**config.mk**
```make
export PLATFORM = sky130hd
export DESIGN_NAME = fmp_seq
export DESIGN_NICKNAME = d
export VERILOG_FILES = /design/src/design/fmp_pkg.sv /design/src/design/fmp_seq.sv
export SDC_FILE = /design/constraint.sdc
export NUM_CORES = 1
export LEC_CHECK = 0
export BUFFER_PORTS_ARGS = -buffer_cell sky130_fd_sc_hd__buf_2
export CAP_MARGIN = 15
export CORE_AREA = 2 2 39 41
export CTS_CLUSTER_SIZE = 8
export DETAILED_ROUTE_END_ITERATION = 6
export DIE_AREA = 0 0 41 43
export PLACE_DENSITY = 0.67
export SLEW_MARGIN = 20
export SYNTH_ARGS = -nofsm -noshare
export SYNTH_HDL_FRONTEND = slang
export SYNTH_SLANG_ARGS = --single-unit
```
**constraint.sdc**
```tcl
create_clock -name clk -period 2.6 [get_ports clk]
set_input_delay 0.13 -clock clk [delete_from_list [all_inputs] [get_ports clk]]
set_output_delay 0.13 -clock clk [all_outputs]
set_load 0.02 [all_outputs]
```
**src/design/fmp_pkg.sv**
```systemverilog
// Shared definitions for the Fibonacci-modulo-m block: widths, defaults,
// microcode opcodes, jump conditions, sequencer step numbers and the microcode ROM.
// No dependencies.
package fmp_pkg;

	localparam int CFG_W            = 11;
	localparam int IDX_W            = 63;
	localparam int DEF_MAX_MODULUS  = 1024;
	localparam int DEF_PERIOD_DEPTH = 6144;
	localparam logic [CFG_W-1:0] MOD_RESET = 11'd2;

	localparam int OP_W   = 4;
	localparam int COND_W = 3;
	localparam int STEP_W = 4;

	localparam logic [OP_W-1:0] OP_NOP    = 4'd0;
	localparam logic [OP_W-1:0] OP_W0     = 4'd1;
	localparam logic [OP_W-1:0] OP_W1     = 4'd2;
	localparam logic [OP_W-1:0] OP_BSTEP  = 4'd3;
	localparam logic [OP_W-1:0] OP_DINIT  = 4'd4;
	localparam logic [OP_W-1:0] OP_DSTEP  = 4'd5;
	localparam logic [OP_W-1:0] OP_READ   = 4'd6;
	localparam logic [OP_W-1:0] OP_EMIT_T = 4'd7;
	localparam logic [OP_W-1:0] OP_EMIT_Z = 4'd8;

	localparam logic [COND_W-1:0] C_NEVER   = 3'd0;
	localparam logic [COND_W-1:0] C_ALWAYS  = 3'd1;
	localparam logic [COND_W-1:0] C_NOSTART = 3'd2;
	localparam logic [COND_W-1:0] C_MSMALL  = 3'd3;
	localparam logic [COND_W-1:0] C_VALID   = 3'd4;
	localparam logic [COND_W-1:0] C_NBDONE  = 3'd5;
	localparam logic [COND_W-1:0] C_NDLAST  = 3'd6;

	localparam logic [STEP_W-1:0] ST_IDLE  = 4'd0;
	localparam logic [STEP_W-1:0] ST_CHKM  = 4'd1;
	localparam logic [STEP_W-1:0] ST_CHKV  = 4'd2;
	localparam logic [STEP_W-1:0] ST_BW0   = 4'd3;
	localparam logic [STEP_W-1:0] ST_BW1   = 4'd4;
	localparam logic [STEP_W-1:0] ST_BLOOP = 4'd5;
	localparam logic [STEP_W-1:0] ST_DINIT = 4'd6;
	localparam logic [STEP_W-1:0] ST_DSTEP = 4'd7;
	localparam logic [STEP_W-1:0] ST_READ  = 4'd8;
	localparam logic [STEP_W-1:0] ST_OUT   = 4'd9;
	localparam logic [STEP_W-1:0] ST_ZERO  = 4'd10;

	typedef struct packed {
		logic [OP_W-1:0]   op;
		logic [COND_W-1:0] cond;
		logic [STEP_W-1:0] target;
	} uword_t;

	typedef struct packed {
		logic m_small;
		logic tbl_valid;
		logic bdone;
		logic div_last;
	} dp_status_t;

	function automatic uword_t ucode_rom(input logic [STEP_W-1:0] step);
		uword_t w;
		case (step)
			ST_IDLE:  w = '{OP_NOP,    C_NOSTART, ST_IDLE};
			ST_CHKM:  w = '{OP_NOP,    C_MSMALL,  ST_ZERO};
			ST_CHKV:  w = '{OP_NOP,    C_VALID,   ST_DINIT};
			ST_BW0:   w = '{OP_W0,     C_NEVER,   ST_IDLE};
			ST_BW1:   w = '{OP_W1,     C_NEVER,   ST_IDLE};
			ST_BLOOP: w = '{OP_BSTEP,  C_NBDONE,  ST_BLOOP};
			ST_DINIT: w = '{OP_DINIT,  C_NEVER,   ST_IDLE};
			ST_DSTEP: w = '{OP_DSTEP,  C_NDLAST,  ST_DSTEP};
			ST_READ:  w = '{OP_READ,   C_NEVER,   ST_IDLE};
			ST_OUT:   w = '{OP_EMIT_T, C_ALWAYS,  ST_IDLE};
			ST_ZERO:  w = '{OP_EMIT_Z, C_ALWAYS,  ST_IDLE};
			default:  w = '{OP_NOP,    C_ALWAYS,  ST_IDLE};
		endcase
		return w;
	endfunction

endpackage

```
**src/design/fmp_seq.sv**
```systemverilog
// Microcode sequencer: step counter, control ROM lookup and conditional jumps.
// Depends on fmp_pkg.
module fmp_seq (
	input  logic                    clk,
	input  logic                    arst_n,
	input  logic                    start,
	input  fmp_pkg::dp_status_t     stat,
	output logic [fmp_pkg::OP_W-1:0] op,
	output logic                    busy
);
	import fmp_pkg::*;

	logic [STEP_W-1:0] step_q;
	uword_t            uw;
	logic              jump;

	assign uw   = ucode_rom(step_q);
	assign op   = uw.op;
	assign busy = (step_q != ST_IDLE);

	always_comb begin
		case (uw.cond)
			C_NEVER:   jump = 1'b0;
			C_ALWAYS:  jump = 1'b1;
			C_NOSTART: jump = !start;
			C_MSMALL:  jump = stat.m_small;
			C_VALID:   jump = stat.tbl_valid;
			C_NBDONE:  jump = !stat.bdone;
			C_NDLAST:  jump = !stat.div_last;
			default:   jump = 1'b1;
		endcase
	end

	always_ff @(posedge clk or negedge arst_n) begin
		if (!arst_n) begin
			step_q <= ST_IDLE;
		end else if (jump) begin
			step_q <= uw.target;
		end else begin
			step_q <= step_q + STEP_W'(1);
		end
	end

`ifndef ASSERT_OFF
	a_step_range: assert property (@(posedge clk) disable iff (!arst_n)
		step_q <= ST_ZERO)
		else $error("sequencer step outside the program");
	a_start_leaves_idle: assert property (@(posedge clk) disable iff (!arst_n)
		(step_q == ST_IDLE && start) |=> (step_q == ST_CHKM))
		else $error("accepted request did not start the program");
	a_emit_returns: assert property (@(posedge clk) disable iff (!arst_n)
		(step_q == ST_OUT || step_q == ST_ZERO) |=> (step_q == ST_IDLE))
		else $error("result step did not return to idle");
`endif

endmodule

```
==> results.json, run 1 <==
{
  "dp_hpwl_um": 774,
  "seq_area_um2": 100,
  "die-height_um": 43,
  "initial_utilization": 0.344,
  "cts_buffers": 3,
  "max_freq_ghz": 0.448,
  "cpMaxStageDelayCell": "or4_1",
  "arrival_ns": 2.33,
  "largest_reg_flops": 4,
  "skew_ns": 0.00112,
  "synth-seq-cells": 4,
  "outcome": "finished, final reports clean",
  "postSynthCellCount": 60,
  "cp-start-kind": "register",
  "drive_gt1_frac": 0.257,
  "setup_slack_ns": 0.367,
  "drt_first_iter_violations": 5,
  "fp.dieW_um": 41,
  "yosys_most_used_dff": "dfrtp_1",
  "cp_cell_sequence": "inv_1, ha_1, or4_1, o31a_1, nand4b_2, o211ai_4, a31oi_1, o22ai_1",
  "wire_per_inst_um": 11.1,
  "clk_latency_ns": 0.23,
  "rsz0062_at_grt": "no",
  "cts.sinks": 4,
  "seq_power_share": 0.200,
  "via_per_inst": 5.14,
  "synth.area.top_cells": "dfrtp_1, ha_1, inv_1",
  "ys_types": 27,
  "yosys.area.top_type": "dfrtp_1",
  "routed_wl_um": 1000,
  "area_growth_pct": 21.8,
  "p_sw_frac": 0.514,
  "synth.yosys.seq_area_share": 0.211,
  "p_clk_frac": 0.089,
  "powerDensity_mw_per_mm2": 1470,
  "yosysTopAreaCellShare": 0.211,
  "synth_common_cells": "inv_1, nor2_1, ha_1, nand2_1, o21ai_0",
  "hold_class": "in2async",
  "drc": 0,
  "coreArea_mm2": 0.00138,
  "slowest_delay_ns": 0.53,
  "gp_congestion": 0.750,
  "first_global_vias": 391,
  "largest-register": "step_q",
  "path_class": "reg2reg",
  "ir_worst_vdd_uv": 592,
  "setup_tns_ns": 0,
  "cell_internal_pwr_w": 0.000412,
  "async_reset_ff_frac": 1.00,
  "fin_util": 0.419,
  "cts_root_buffer": "clkbuf_4",
  "worstMarginPinSlew_ns": 0.449,
  "cts_tree": "yes",
  "combPwrFrac": 0.711,
  "slew_headroom": 0.700,
  "die_area_mm2": 0.00176,
  "slew_violations": 0,
  "required_ns": 2.69,
  "clockBufferDepth": 2,
  "max-cap-violations": 0,
  "switchingPower_w": 0.000437,
  "h-tree-depth": 1,
  "multi_input_area_um2": 330,
  "diodes": 0,
  "layout_worst_path_cycle_share": 0.859,
  "grt_overflow_total": 0,
  "power.leakage_nw": 0.266,
  "rows": 14,
  "grt_first_pass_wirelength_um": 1610,
  "synth.avg_cell_area_um2": 7.92,
  "yosysMostFrequentCell": "inv_1",
  "firstDrtPassIters": 4,
  "hold_violations": 0,
  "synth_area_um2": 475,
  "ant_nets": 0,
  "crit_path_end_kind": "register",
  "reg.largest.list": "step_q: 4 flops",
  "syn-num-nets": 72,
  "io_pins": 12,
  "path_max_fanout": 9,
  "nNetsFinal": 88,
  "ys_warn_count": 0,
  "track_usage": 0.137,
  "portBuffers": 11,
  "period_needed_ns": 2.23,
  "n_fill_cell": 135,
  "synth_edf_count": 0,
  "grt_max_degree": 13,
  "setup_violations": 0,
  "path_clk_slew_ns": 0.04,
  "vias": 463,
  "pre_cts_ws_ns": 0.367,
  "antenna_found_initial": 0
}
logic make-up (layout without fill, tap and decap cells):
| logic type | Yosys count | count (layout) | share of synthesized area |
|---|---|---|---|
| xor+xnor | 2 | 2 | 0.0368 |
| fa+ha+maj | 5 | 5 | 0.132 |
| compound gates | 19 | 19 | 0.279 |
| simple gates | 19 | 19 | 0.226 |
| flops | 4 | 4 | 0.211 |
| mux | 1 | 1 | 0.0211 |
| buf+inv | 10 | 24 | 0.0948 |
stage by stage:
step	area [µm²]	power (W)	instances	hold WS (ns)
2_1_floorplan	475	0.000638	60	-0.166
3_3_place_gp	547	0.000765	86	-0.0659
3_5_place_dp	547	0.000775	86	-0.0648
4_1_cts	579	0.000856	90	0.227
5_1_grt	579	0.000935	90	0.254
6_report	579	0.000849	90	0.238
path summary, 6_finish.rpt:
check | slack [ns] | end | cells after the start | from
setup / recovery | 0.37 | step_q[1]$_DFF_PN0_ | 8 | step_q[0]$_DFFE_PN0P_
hold / removal | 0.24 | step_q[1]$_DFF_PN0_ | 2 | arst_n
max in group asynchronous | 2.25 | step_q[0]$_DFFE_PN0P_ | 2 | arst_n
hold reg to reg | 0.68 | step_q[0]$_DFFE_PN0P_ | 1 | step_q[0]$_DFFE_PN0P_
setup reg to reg | 0.37 | step_q[1]$_DFF_PN0_ | 8 | step_q[0]$_DFFE_PN0P_
min in group clk | 0.54 | step_q[2]$_DFF_PN0_ | 5 | stat[3]
critical path, delay by kind of cell, from the launching register on:
kind / cells / cell delay, ns
fa+ha+maj: 1 / 0.27
compound gates: 4 / 0.54
buf+inv: 1 / 0.13
simple gates: 2 / 0.65
flops: 1 / 0.51
final cells by class:
cell class                      instances  share of cell area
Clock buffer                            3              0.0389
Inverter                                7              0.0454
Multi-Input combinational cell         46               0.570
Sequential cell                         4               0.173
Tap cell                               16              0.0346
Timing Repair Buffer                   14               0.138
power by group through the flow:
stage / clock network (W) / registers, W / logic (W)
5_1_grt: 0.0000807 / 0.000180 / 0.000675
3_3_place_gp: 0 / 0.000169 / 0.000596
4_1_cts: 0.0000783 / 0.000170 / 0.000607
3_5_place_dp: 0 / 0.000171 / 0.000604
6_report: 0.0000756 / 0.000170 / 0.000604
2_1_floorplan: 0 / 0.000130 / 0.000508
per-layer routing:
metal / GRT usage / wire length, µm / vias to the layer above
met1: 0.155 / 453 / 208
met2: 0.219 / 488 / 13
met5: 0 / 0 / -
met4: 0.0400 / 0 / 0
li1: - / - / 242
met3: 0.0628 / 61 / 0
layout by cell type, fill, tap and decap left out, types with 2 or more instances in the layout:
cell type | netlist | layout
a21oi_1 | 3 | 3
a31oi_1 | 2 | 2
buf_2 | 0 | 11
buf_4 | 0 | 2
clkbuf_4 | 0 | 3
dfrtp_1 | 4 | 4
ha_1 | 5 | 5
inv_1 | 7 | 7
nand2_1 | 5 | 5
nor2_1 | 6 | 6
o21ai_0 | 5 | 5
o22ai_1 | 2 | 2
or3_1 | 2 | 2
xnor2_1 | 2 | 2
what timing repair did:
action                                 4_1_cts  5_1_grt
buffers inserted                             0        0
endpoints found under the hold margin        4        0
gates resized for setup                      0        0
hold buffers                                 1        0
Power figures use the tool's default switching activity.
==> inputs of run 2 (changes only) <==
- REMOVE_ABC_BUFFERS: not set -> 1
==> results.json, run 2 (synthesized netlist as in run 1, its figures left out) <==
{
  "max-cap-violations": 0,
  "portBuffers": 11,
  "rows": 14,
  "vias": 452,
  "max_freq_ghz": 0.451,
  "fp.dieW_um": 41,
  "crit_path_end_kind": "register",
  "arrival_ns": 2.32,
  "ant_nets": 0,
  "drc": 0,
  "h-tree-depth": 1,
  "path_clk_slew_ns": 0.04,
  "rsz0062_at_grt": "no",
  "reg.largest.list": "step_q: 4 flops",
  "largest_reg_flops": 4,
  "antenna_found_initial": 0,
  "dp_hpwl_um": 759,
  "final_cell_mix": "buf_2, inv_1, nor2_1",
  "final_common_cell": "buf_2",
  "skew_ns": 0.00181,
  "diodes": 0,
  "wire_per_inst_um": 11.9,
  "via_per_inst": 5.14,
  "worstMarginPinSlew_ns": 0.584,
  "path_max_fanout": 9,
  "timing.hold.ws_ns": 0.219,
  "die-height_um": 43,
  "initial_utilization": 0.344,
  "grt_overflow_total": 0,
  "clockBufferDepth": 2,
  "setup_tns_ns": 0,
  "post_cts_resized": 0,
  "period_needed_ns": 2.22,
  "firstDrtPassIters": 4,
  "power.leakage_nw": 0.256,
  "slew_violations": 0,
  "first_global_vias": 393,
  "die_area_mm2": 0.00176,
  "slew_headroom": 0.606,
  "hold_violations": 0,
  "grt_max_degree": 19,
  "cts_root_buffer": "clkbuf_4",
  "layout_worst_path_cycle_share": 0.853,
  "powerDensity_mw_per_mm2": 1470,
  "area_growth_pct": 18.7,
  "cts.sinks": 4,
  "outcome": "finished, final reports clean",
  "cp-start-kind": "register",
  "path_class": "reg2reg",
  "routed_wl_um": 1050,
  "clk_latency_ns": 0.24,
  "io_pins": 12,
  "hold_class": "in2async",
  "coreArea_mm2": 0.00138,
  "n_fill_cell": 136,
  "cts_tree": "yes",
  "setup_violations": 0,
  "gp_congestion": 0.767,
  "track_usage": 0.152,
  "drt_first_iter_violations": 4,
  "grt_first_pass_wirelength_um": 1700,
  "nNetsFinal": 86,
  "cts_buffers": 3,
  "largest-register": "step_q",
  "drive_gt1_frac": 0.236,
  "ir_worst_vdd_uv": 568,
  "required_ns": 2.71
}
[run 2: cell count changes in the layout (fill, tap and decap cells not counted), sizes merged]
cell	change
buf	-2
[run 2: report_power, final]
group	internal (W)	switching (W)
registers	0.0000962	0.0000848
logic	0.000243	0.000327
clock network	0.0000519	0.0000290
total	0.000391	0.000441
[run 2: area by class of cell]
cell class | instances | area, µm² | area share
clock buffer | 3 | 22.5 | 0.0399
inverter | 7 | 26.3 | 0.0466
multi-input combinational | 46 | 330 | 0.585
sequential | 4 | 100 | 0.177
tap | 16 | 20.0 | 0.0355
timing repair buffer | 12 | 65.1 | 0.115
[run 2: final timing paths]
kind	from	endpoint	slack [ns]	cells after the start
hold / removal	arst_n	step_q[3]$_DFF_PN0_	0.22	2
min in group clk	stat[0]	step_q[0]$_DFFE_PN0P_	0.54	5
setup / recovery	step_q[0]$_DFFE_PN0P_	step_q[1]$_DFF_PN0_	0.38	8
max in group asynchronous	arst_n	step_q[2]$_DFF_PN0_	2.26	2
hold reg to reg	step_q[0]$_DFFE_PN0P_	step_q[0]$_DFFE_PN0P_	0.65	1
setup reg to reg	step_q[0]$_DFFE_PN0P_	step_q[1]$_DFF_PN0_	0.38	8
[run 2: metrics by stage]
stage | setup WS, ns | cell area [µm²] | utilization | std cells | power (W)
after detailed placement | 0.394 | 532 | 0.384 | 84 | 0.000753
after CTS | 0.377 | 564 | 0.408 | 88 | 0.000837
final | 0.382 | 564 | 0.408 | 88 | 0.000832
after global routing | 0.175 | 564 | 0.408 | 88 | 0.000920
after floorplan | 0.569 | 457 | - | 57 | 0.000616
after global placement | 0.412 | 532 | 0.384 | 84 | 0.000743
[run 2: critical path, cell delays in order, from the launching register on]
cell and delay [ns]:
dfrtp_1 0.49, inv_1 0.11, ha_1 0.27, or4_1 0.53, o31a_1 0.13, nand4b_2 0.12, o211ai_4 0.13, a31oi_1 0.20
o22ai_1 0.10
[run 2: layer usage]
layer | GRT usage | share of wire | vias to the layer above
met4 | 0.160 | 0.054 | 0
li1 | - | - | 240
met5 | 0 | 0 | -
met2 | 0.191 | 0.46 | 10
met1 | 0.194 | 0.46 | 198
met3 | 0.0314 | 0.031 | 4
[run 2: what timing repair did]
item                                   in CTS  in global routing
hold buffers                                1                  0
setup buffers                               0                  0
endpoints found under the hold margin       4                  0
setup endpoints to repair                   0                  0
